[src/hw/rtl/tfhd_pkg.sv]
// Shared types, code tables and lookup functions for the token frame text decoder.
`timescale 1ns / 1ps
`default_nettype none

package tfhd_pkg;

	localparam int FRAME_CHARS = 12;
	localparam int NUM_CODES   = 44;
	localparam int FRAME_W     = 72;
	localparam int WIN_W       = 70;

	typedef enum logic [2:0] {
		STAT_OK         = 3'd0,
		STAT_NO_FLAG    = 3'd1,
		STAT_NO_END     = 3'd2,
		STAT_COMPRESSED = 3'd3,
		STAT_EMPTY      = 3'd4
	} status_t;

	typedef enum logic [1:0] {
		ST_LOAD,
		ST_CHECK,
		ST_SCAN,
		ST_DECODE
	} state_t;

	typedef struct packed {
		logic    frame_shift;
		logic    scan_load;
		logic    scan_step;
		logic    dec_load;
		logic    dec_step;
		logic    pend_load;
		logic    pend_clear;
		logic    emit;
		status_t emit_status;
		logic    emit_last;
	} cmd_t;

	typedef struct packed {
		logic last_char;
		logic data_flag;
		logic comp_flag;
		logic scan_hit;
		logic scan_top;
		logic scan_end;
		logic code_hit;
		logic pend_valid;
		logic out_free;
	} stat_t;

	typedef struct packed {
		logic       hit;
		logic [7:0] sym;
		logic [3:0] len;
	} code_hit_t;

	localparam logic [7:0] CODE_SYM [NUM_CODES] = '{
		8'h20, 8'h45, 8'h54, 8'h41, 8'h4F, 8'h49, 8'h4E, 8'h53, 8'h48, 8'h52,
		8'h44, 8'h4C, 8'h43, 8'h55, 8'h4D, 8'h57, 8'h46, 8'h47, 8'h59, 8'h50,
		8'h42, 8'h2E, 8'h56, 8'h4B, 8'h2D, 8'h2B, 8'h3F, 8'h21, 8'h22, 8'h58,
		8'h30, 8'h4A, 8'h31, 8'h51, 8'h32, 8'h5A, 8'h33, 8'h35, 8'h34, 8'h39,
		8'h38, 8'h36, 8'h37, 8'h2F
	};

	localparam logic [3:0] CODE_LEN [NUM_CODES] = '{
		4'd2, 4'd3, 4'd4, 4'd4, 4'd5, 4'd5, 4'd5, 4'd5, 4'd5, 4'd5,
		4'd6, 4'd6, 4'd6, 4'd6, 4'd6, 4'd6, 4'd6, 4'd6, 4'd6, 4'd7,
		4'd7, 4'd7, 4'd7, 4'd7, 4'd7, 4'd7, 4'd7, 4'd7, 4'd7, 4'd7,
		4'd7, 4'd7, 4'd7, 4'd7, 4'd7, 4'd7, 4'd7, 4'd7, 4'd8, 4'd8,
		4'd8, 4'd8, 4'd8, 4'd8
	};

	localparam logic [7:0] CODE_VAL [NUM_CODES] = '{
		8'd1,   8'd4,   8'd13,  8'd3,   8'd31,  8'd28,  8'd23,  8'd20,  8'd3,   8'd0,
		8'd59,  8'd51,  8'd49,  8'd45,  8'd43,  8'd11,  8'd9,   8'd5,   8'd3,   8'd123,
		8'd121, 8'd116, 8'd101, 8'd100, 8'd97,  8'd96,  8'd89,  8'd88,  8'd85,  8'd84,
		8'd21,  8'd20,  8'd17,  8'd16,  8'd9,   8'd8,   8'd5,   8'd4,   8'd245, 8'd244,
		8'd241, 8'd240, 8'd235, 8'd234
	};

	function automatic logic [6:0] alpha_index(input logic [7:0] c);
		logic [6:0] r;
		case (c) inside
			[8'h30:8'h39]: r = 7'(c - 8'h30);
			[8'h41:8'h5A]: r = 7'(c - 8'h41 + 8'd10);
			[8'h61:8'h7A]: r = 7'(c - 8'h61 + 8'd36);
			8'h2D:         r = 7'd62;
			8'h2B:         r = 7'd63;
			8'h2F:         r = 7'd64;
			8'h3F:         r = 7'd65;
			8'h2E:         r = 7'd66;
			default:       r = 7'd0;
		endcase
		return r;
	endfunction

	function automatic code_hit_t code_lookup(input logic [7:0] win, input logic [6:0] rem);
		code_hit_t  r;
		logic [7:0] v;
		r = '0;
		for (int e = NUM_CODES - 1; e >= 0; e--) begin
			v = win >> (4'd8 - CODE_LEN[e]);
			if (({3'b000, CODE_LEN[e]} <= rem) && (v == CODE_VAL[e])) begin
				r.hit = 1'b1;
				r.sym = CODE_SYM[e];
				r.len = CODE_LEN[e];
			end
		end
		return r;
	endfunction

endpackage

`default_nettype wire

[src/hw/rtl/token_frame_huffman_text_decoder.sv]
// Top level of the token frame prefix-code text decoder.
`timescale 1ns / 1ps
`default_nettype none

// Takes 12 token characters, one item per cycle while s_tready is high, packs
// their alphabet indices into a 72-bit frame, then checks the data and
// compression flags, finds the payload end and decodes one character per
// codeword. Input is blocked while a frame is evaluated: a check state, the
// end-zero scan (8 frame bits a cycle), then a decode step per codeword (at
// most 34) and a step to close the frame; these wait while m_tready is low and
// the output register is full. A result item waits in the output register
// while the next frame loads. Errors give one item with a nonzero status,
// character 0 and tlast set.
module token_frame_huffman_text_decoder
	import tfhd_pkg::*;
(
	input  wire        clk,
	input  wire        arst_n,
	input  wire        s_tvalid,
	output logic       s_tready,
	input  wire  [7:0] s_tdata,   // [7:0] token_char
	output logic       m_tvalid,
	input  wire        m_tready,
	output logic [7:0] m_tdata,   // [7:0] text_char
	output logic [2:0] m_tuser,   // [2:0] status
	output logic       m_tlast
);

	cmd_t  cmd;
	stat_t stat;

	tfhd_ctrl u_ctrl (
		.clk      (clk),
		.arst_n   (arst_n),
		.in_valid (s_tvalid),
		.in_ready (s_tready),
		.stat     (stat),
		.cmd      (cmd)
	);

	tfhd_dp u_dp (
		.clk        (clk),
		.arst_n     (arst_n),
		.in_char    (s_tdata),
		.cmd        (cmd),
		.stat       (stat),
		.out_valid  (m_tvalid),
		.out_ready  (m_tready),
		.out_char   (m_tdata),
		.out_status (m_tuser),
		.out_last   (m_tlast)
	);

endmodule

`default_nettype wire

[src/hw/rtl/tfhd_ctrl.sv]
// Controller state machine: frame load, flag checks, end-zero scan and codeword decode.
`timescale 1ns / 1ps
`default_nettype none

module tfhd_ctrl
	import tfhd_pkg::*;
(
	input  wire   clk,
	input  wire   arst_n,
	input  wire   in_valid,
	output logic  in_ready,
	input  stat_t stat,
	output cmd_t  cmd
);

	state_t state_q;
	state_t state_d;

	always_ff @(posedge clk or negedge arst_n) begin
		if (!arst_n) begin
			state_q <= ST_LOAD;
		end else begin
			state_q <= state_d;
		end
	end

	always_comb begin
		state_d         = state_q;
		cmd             = '0;
		cmd.emit_status = STAT_OK;
		in_ready        = 1'b0;
		case (state_q)
			ST_LOAD: begin
				in_ready = 1'b1;
				if (in_valid) begin
					cmd.frame_shift = 1'b1;
					if (stat.last_char) begin
						state_d = ST_CHECK;
					end
				end
			end
			ST_CHECK: begin
				if (!stat.data_flag) begin
					if (stat.out_free) begin
						cmd.emit        = 1'b1;
						cmd.emit_status = STAT_NO_FLAG;
						cmd.emit_last   = 1'b1;
						state_d         = ST_LOAD;
					end
				end else begin
					cmd.scan_load = 1'b1;
					state_d       = ST_SCAN;
				end
			end
			ST_SCAN: begin
				if (stat.scan_hit && !stat.scan_top && !stat.comp_flag) begin
					cmd.dec_load = 1'b1;
					state_d      = ST_DECODE;
				end else if (stat.scan_hit || stat.scan_end) begin
					if (stat.out_free) begin
						cmd.emit        = 1'b1;
						cmd.emit_last   = 1'b1;
						cmd.emit_status = (stat.scan_hit && !stat.scan_top) ?
							STAT_COMPRESSED : STAT_NO_END;
						state_d         = ST_LOAD;
					end
				end else begin
					cmd.scan_step = 1'b1;
				end
			end
			ST_DECODE: begin
				if (stat.code_hit) begin
					if (!stat.pend_valid || stat.out_free) begin
						cmd.emit      = stat.pend_valid;
						cmd.pend_load = 1'b1;
						cmd.dec_step  = 1'b1;
					end
				end else if (stat.out_free) begin
					cmd.emit        = 1'b1;
					cmd.emit_last   = 1'b1;
					cmd.emit_status = stat.pend_valid ? STAT_OK : STAT_EMPTY;
					cmd.pend_clear  = 1'b1;
					state_d         = ST_LOAD;
				end
			end
			default: begin
				state_d = ST_LOAD;
			end
		endcase
	end

endmodule

`default_nettype wire

[src/hw/rtl/tfhd_dp.sv]
// Datapath: frame register, end-zero scanner, codeword window and result register.
`timescale 1ns / 1ps
`default_nettype none

module tfhd_dp
	import tfhd_pkg::*;
(
	input  wire        clk,
	input  wire        arst_n,
	input  wire  [7:0] in_char,
	input  cmd_t       cmd,
	output stat_t      stat,
	output logic       out_valid,
	input  wire        out_ready,
	output logic [7:0] out_char,
	output logic [2:0] out_status,
	output logic       out_last
);

	logic [FRAME_W-1:0] frame_q;
	logic [FRAME_W-1:0] scan_q;
	logic [WIN_W-1:0]   win_q;
	logic [3:0]         cnt_q;
	logic [3:0]         chunk_q;
	logic [6:0]         rem_q;
	logic [7:0]         pend_q;
	logic               pend_v_q;
	logic               out_v_q;
	logic [7:0]         char_q;
	status_t            status_q;
	logic               last_q;

	logic       zero_hit;
	logic [2:0] zero_ofs;
	logic [6:0] zero_pos;
	code_hit_t  look;
	logic       out_free;

	always_comb begin
		zero_hit = 1'b0;
		zero_ofs = 3'd0;
		for (int k = 7; k >= 0; k--) begin
			if (!scan_q[k]) begin
				zero_hit = 1'b1;
				zero_ofs = 3'(k);
			end
		end
	end

	assign zero_pos = {chunk_q, zero_ofs};
	assign look     = code_lookup(win_q[WIN_W-1 -: 8], rem_q);
	assign out_free = !out_v_q || out_ready;

	always_comb begin
		stat            = '0;
		stat.last_char  = (cnt_q == 4'(FRAME_CHARS - 1));
		stat.data_flag  = frame_q[FRAME_W-1];
		stat.comp_flag  = frame_q[FRAME_W-2];
		stat.scan_hit   = zero_hit;
		stat.scan_top   = zero_hit && (zero_pos == 7'(FRAME_W - 2));
		stat.scan_end   = (chunk_q == 4'(FRAME_W / 8 - 1));
		stat.code_hit   = look.hit;
		stat.pend_valid = pend_v_q;
		stat.out_free   = out_free;
	end

	always_ff @(posedge clk) begin
		if (cmd.frame_shift) begin
			frame_q <= {frame_q[FRAME_W-7:0], 6'b0} | {65'b0, alpha_index(in_char)};
		end
		if (cmd.scan_load) begin
			scan_q <= {1'b1, frame_q[FRAME_W-2:0]};
		end else if (cmd.scan_step) begin
			scan_q <= {8'hFF, scan_q[FRAME_W-1:8]};
		end
		if (cmd.dec_load) begin
			win_q <= frame_q[WIN_W-1:0];
		end else if (cmd.dec_step) begin
			win_q <= win_q << look.len;
		end
		if (cmd.pend_load) begin
			pend_q <= look.sym;
		end
		if (cmd.emit) begin
			char_q   <= (cmd.emit_status == STAT_OK) ? pend_q : 8'd0;
			status_q <= cmd.emit_status;
			last_q   <= cmd.emit_last;
		end
	end

	always_ff @(posedge clk or negedge arst_n) begin
		if (!arst_n) begin
			cnt_q    <= '0;
			chunk_q  <= '0;
			rem_q    <= '0;
			pend_v_q <= 1'b0;
			out_v_q  <= 1'b0;
		end else begin
			if (cmd.frame_shift) begin
				cnt_q <= stat.last_char ? 4'd0 : cnt_q + 4'd1;
			end
			if (cmd.scan_load) begin
				chunk_q <= '0;
			end else if (cmd.scan_step) begin
				chunk_q <= chunk_q + 4'd1;
			end
			if (cmd.dec_load) begin
				rem_q <= 7'(WIN_W - 1) - zero_pos;
			end else if (cmd.dec_step) begin
				rem_q <= rem_q - {3'b000, look.len};
			end
			if (cmd.pend_clear) begin
				pend_v_q <= 1'b0;
			end else if (cmd.pend_load) begin
				pend_v_q <= 1'b1;
			end
			if (cmd.emit) begin
				out_v_q <= 1'b1;
			end else if (out_ready) begin
				out_v_q <= 1'b0;
			end
		end
	end

	assign out_valid  = out_v_q;
	assign out_char   = char_q;
	assign out_status = status_q;
	assign out_last   = last_q;

`ifndef SYNTHESIS
	a_err_is_last: assert property (@(posedge clk) disable iff (!arst_n)
		out_v_q && status_q != STAT_OK |-> last_q)
		else $error("error result without last");
	a_err_char_zero: assert property (@(posedge clk) disable iff (!arst_n)
		out_v_q && status_q != STAT_OK |-> char_q == 8'd0)
		else $error("error result with nonzero character");
	a_rem_range: assert property (@(posedge clk) disable iff (!arst_n)
		rem_q <= 7'(WIN_W - 1))
		else $error("payload remainder out of range");
	a_emit_free: assert property (@(posedge clk) disable iff (!arst_n)
		cmd.emit |-> out_free)
		else $error("result written over a waiting item");
`endif

endmodule

`default_nettype wire
[config.mk]
export PLATFORM = sky130hd
export DESIGN_NAME = token_frame_huffman_text_decoder
export DESIGN_NICKNAME = d
export VERILOG_FILES = /design/src/hw/rtl/tfhd_pkg.sv /design/src/hw/rtl/token_frame_huffman_text_decoder.sv /design/src/hw/rtl/tfhd_ctrl.sv /design/src/hw/rtl/tfhd_dp.sv
export SDC_FILE = /design/constraint.sdc
export NUM_CORES = 1
export LEC_CHECK = 0
export BUFFER_PORTS_ARGS = -buffer_cell sky130_fd_sc_hd__buf_2
export CORE_ASPECT_RATIO = 0.9
export CORE_UTILIZATION = 48
export DETAILED_ROUTE_END_ITERATION = 8
export PLACE_DENSITY = 0.76
export REMOVE_ABC_BUFFERS = 1
export SKIP_CTS_REPAIR_TIMING = 1
export SYNTH_ARGS = -nofsm -noshare
export SYNTH_HDL_FRONTEND = slang
export SYNTH_SLANG_ARGS = --single-unit
[constraint.sdc]
create_clock -name clk -period 13.9 [get_ports clk]
set_clock_uncertainty 0.1 [all_clocks]
set_input_delay 2.78 -clock clk [delete_from_list [all_inputs] [get_ports clk]]
set_output_delay 2.78 -clock clk [all_outputs]
set_load 0.1 [all_outputs]
==> flow_summary.toml <==
[run_status]
status = "completed"

[synthesis]
ys_seq_area_frac = 0.493
synth_flop_cell = "edfxtp_1"
async_flop_share = 0.0760
avgSynthCellArea_um2 = 9.67
synth_seq_cells = 250
synth_area_um2 = 15000
synth_warnings = 0
synth_cell_type_count = 81
syn_inst = 1554
synth_edf_count = 231

[min_path]
min_path_cells = 0
whs_endpoint = "u_dp.frame_q[63]"
min_from = "u_dp.frame_q[57]"
hold_path.class = "flip-flop to flip-flop"

[route]
route.detailed.drc = 0
drt-pass1-iter-count = 6
vias = 12600
via_per_inst = 6.55
wl_per_cell_um = 21.2
drtAntennaViolNets = 0
totalWireLength_mm = 40.8
drt_iter0_markers = 1563

[clock_tree]
tritoncts = "built"
clockBufferDepth = 3
clk_pin_slew_ps = 60
cts_htree_levels = 1
clk-insertion-delay-late_ps = 560
cts_sinks = 250
cts_root_buffer = "clkbuf_16"
cts_buffers = 27

[critical_path]
crit_path_max_fanout = 106
start_kind = "flip-flop"
rr_endpoint = "u_dp.rem_q[6]"
required_ps = 14200
crit_path_start = "u_dp.win_q[66]"
r2r_start = "u_dp.win_q[66]"
arrival_ps = 5970
critPathKind = "flip-flop to flip-flop"
regToRegSetupSlack_ps = 8230
endpoint_kind = "flip-flop"
ff2ff_path_depth = 13

[floorplan]
die_w_um = 188
die_h_um = 170
dieArea_um2 = 32000
top_level_ports = 26
core_um2 = 30800
start_util = 0.487
num_rows = 61

[placement]
hpwl_mm = 26.5
numPortBuffers = 24
gp_congestion = 0.947

[global_routing]
grt.total_usage = 0.253
grt_pass1_vias = 11400
grt_overflow = 0
grt_max_degree = 107
antenna_found_initial = 0
grt_pass1_wl_mm = 64.8

[timing]
rsz0062_at_grt = "false"
fmax_mhz = 176
post-route-period-util = 0.408
min_period_ps = 5670
slew_viol_final = 0
hold_violations = 0
worst_pin_slew_ps = 1220
fin_tns_setup_ps = 0
slew_headroom = 0.188
finalSetupViolations = 0

[final_layout]
layout-drive-gt1-share = 0.0752
nets = 1524
n_antenna_cell = 0
area_growth_pct = 7.92

[run]
drv_cap = 0
-- sequential cells by signal (all words and copies together) (netlist names) --
| register | count |
|---|---|
| u_dp.pend_q | 7 |
| u_ctrl.state_q | 2 |
| u_dp.rem_q | 7 |
| u_dp.out_valid | 1 |
| u_dp.out_status | 3 |
| u_dp.cnt_q | 4 |
| u_dp.out_last | 1 |
| u_dp.frame_q | 72 |
| u_dp.win_q | 70 |
| u_dp.scan_q | 71 |
| u_dp.out_char | 7 |
| u_dp.pend_v_q | 1 |
| u_dp.chunk_q | 4 |
-- worst max path at each step --
| stage | to | slack [ps] | cells past startpoint |
|---|---|---|---|
| floorplan | u_dp.win_q[0] | 7370 | 5 |
| global placement | u_dp.rem_q[6] | 8530 | 13 |
| detailed placement | u_dp.rem_q[6] | 8420 | 13 |
| CTS | u_dp.rem_q[6] | 8410 | 13 |
| global route | u_dp.rem_q[6] | 7840 | 13 |
| finish | u_dp.rem_q[6] | 8230 | 13 |
-- cells in the final DEF, fill, tap and decap left out, drive strengths merged, types with 6 or more instances in the layout --
cell type and instances:
nand2 267, edfxtp 231, a21oi 210, a22oi 95, and2 74, a221o 56, nor2 55, o21a 53
o21ai 50, buf 38, clkbuf 33, inv 26, nor3 23, nand2b 22, nand3 20, dfrtp 19
a211oi 17, ha 16, o211ai 14, xnor2 11, mux2i 11, clkinv 11, a31oi 9, a211o 8
nand4 8, a32oi 8, a22o 8, nor2b 7, a21boi 7, o31ai 7, a221oi 7, nor3b 6
xor2 6, o22ai 6, nand3b 6, or3 6
-- area by class of cell --
| class | instances | area (µm²) |
|---|---|---|
| Fill cell | 2768 | 14600 |
| Sequential cell | 250 | 7410 |
| Multi-Input combinational cell | 1152 | 7020 |
| Clock buffer | 33 | 718 |
| Tap cell | 409 | 512 |
| Clock inverter | 17 | 231 |
| Timing Repair Buffer | 38 | 225 |
| Inverter | 26 | 100 |
-- layer usage --
layer / wire, µm / part of all wire / track usage
met1: 17900 / 0.44 / 0.383
met2: 18000 / 0.44 / 0.385
met3: 3860 / 0.095 / 0.0309
met4: 945 / 0.023 / 0.0582
met5: 0 / 0 / 0
-- synth_stat cells, types with 7 or more instances --
| master | count | area share |
|---|---|---|
| a211o_1 | 8 | 0.0047 |
| a211oi_1 | 17 | 0.0085 |
| a21oi_1 | 209 | 0.070 |
| a221o_1 | 56 | 0.037 |
| a22o_1 | 8 | 0.0047 |
| a22oi_1 | 94 | 0.047 |
| a31oi_1 | 9 | 0.0037 |
| a32oi_1 | 8 | 0.0047 |
| and2_1 | 73 | 0.030 |
| buf_1 | 10 | 0.0025 |
| buf_2 | 35 | 0.012 |
| clkbuf_1 | 76 | 0.019 |
| dfrtp_1 | 19 | 0.032 |
| edfxtp_1 | 231 | 0.46 |
| ha_1 | 16 | 0.013 |
| inv_1 | 22 | 0.0055 |
| mux2i_1 | 11 | 0.0073 |
| nand2_1 | 267 | 0.067 |
| nand2b_1 | 22 | 0.0092 |
| nand3_1 | 20 | 0.0067 |
| nand4_1 | 8 | 0.0033 |
| nor2_1 | 55 | 0.014 |
| nor2b_1 | 7 | 0.0029 |
| nor3_1 | 22 | 0.0073 |
| o211ai_1 | 13 | 0.0065 |
| o21a_1 | 53 | 0.026 |
| o21ai_0 | 48 | 0.016 |
| xnor2_1 | 11 | 0.0064 |
-- critical path, stage by stage (launching register included) --
cell	delay (ps)
edfxtp_1	850
nor2b_1	290
a211o_1	320
a32o_1	250
o21ai_1	330
nand3_1	520
inv_4	650
buf_4	830
ha_1	410
a21oi_1	170
nor2b_1	70
nor4b_1	370
xnor2_1	160
o21ai_0	90
-- stage by stage --
stage	hold slack, ps	instances	setup WS, ps	instance area [µm²]	util
after floorplan	341	1428	7370	14500	-
after global placement	369	1875	8530	15300	0.495
after detailed placement	372	1875	8420	15300	0.495
after CTS	390	1925	8410	16200	0.526
after global routing	410	1925	7840	16200	0.526
final	387	1925	8230	16200	0.526
-- kinds of logic after synthesis --
logic type | count (synthesis) | share of synthesized area
AO/OA/AOI/OAI | 588 | 0.268
AND/OR/NAND/NOR | 515 | 0.162
flip-flops | 250 | 0.493
multiplexers | 14 | 0.00958
other | 1 | 0.000250
XOR/XNOR | 17 | 0.00991
adder cells (fa/ha/maj) | 17 | 0.0147
buffers and inverters | 152 | 0.0422
Power is not shown: default switching activity piles up to over one toggle a cycle in this logic, so the estimate is an artifact.
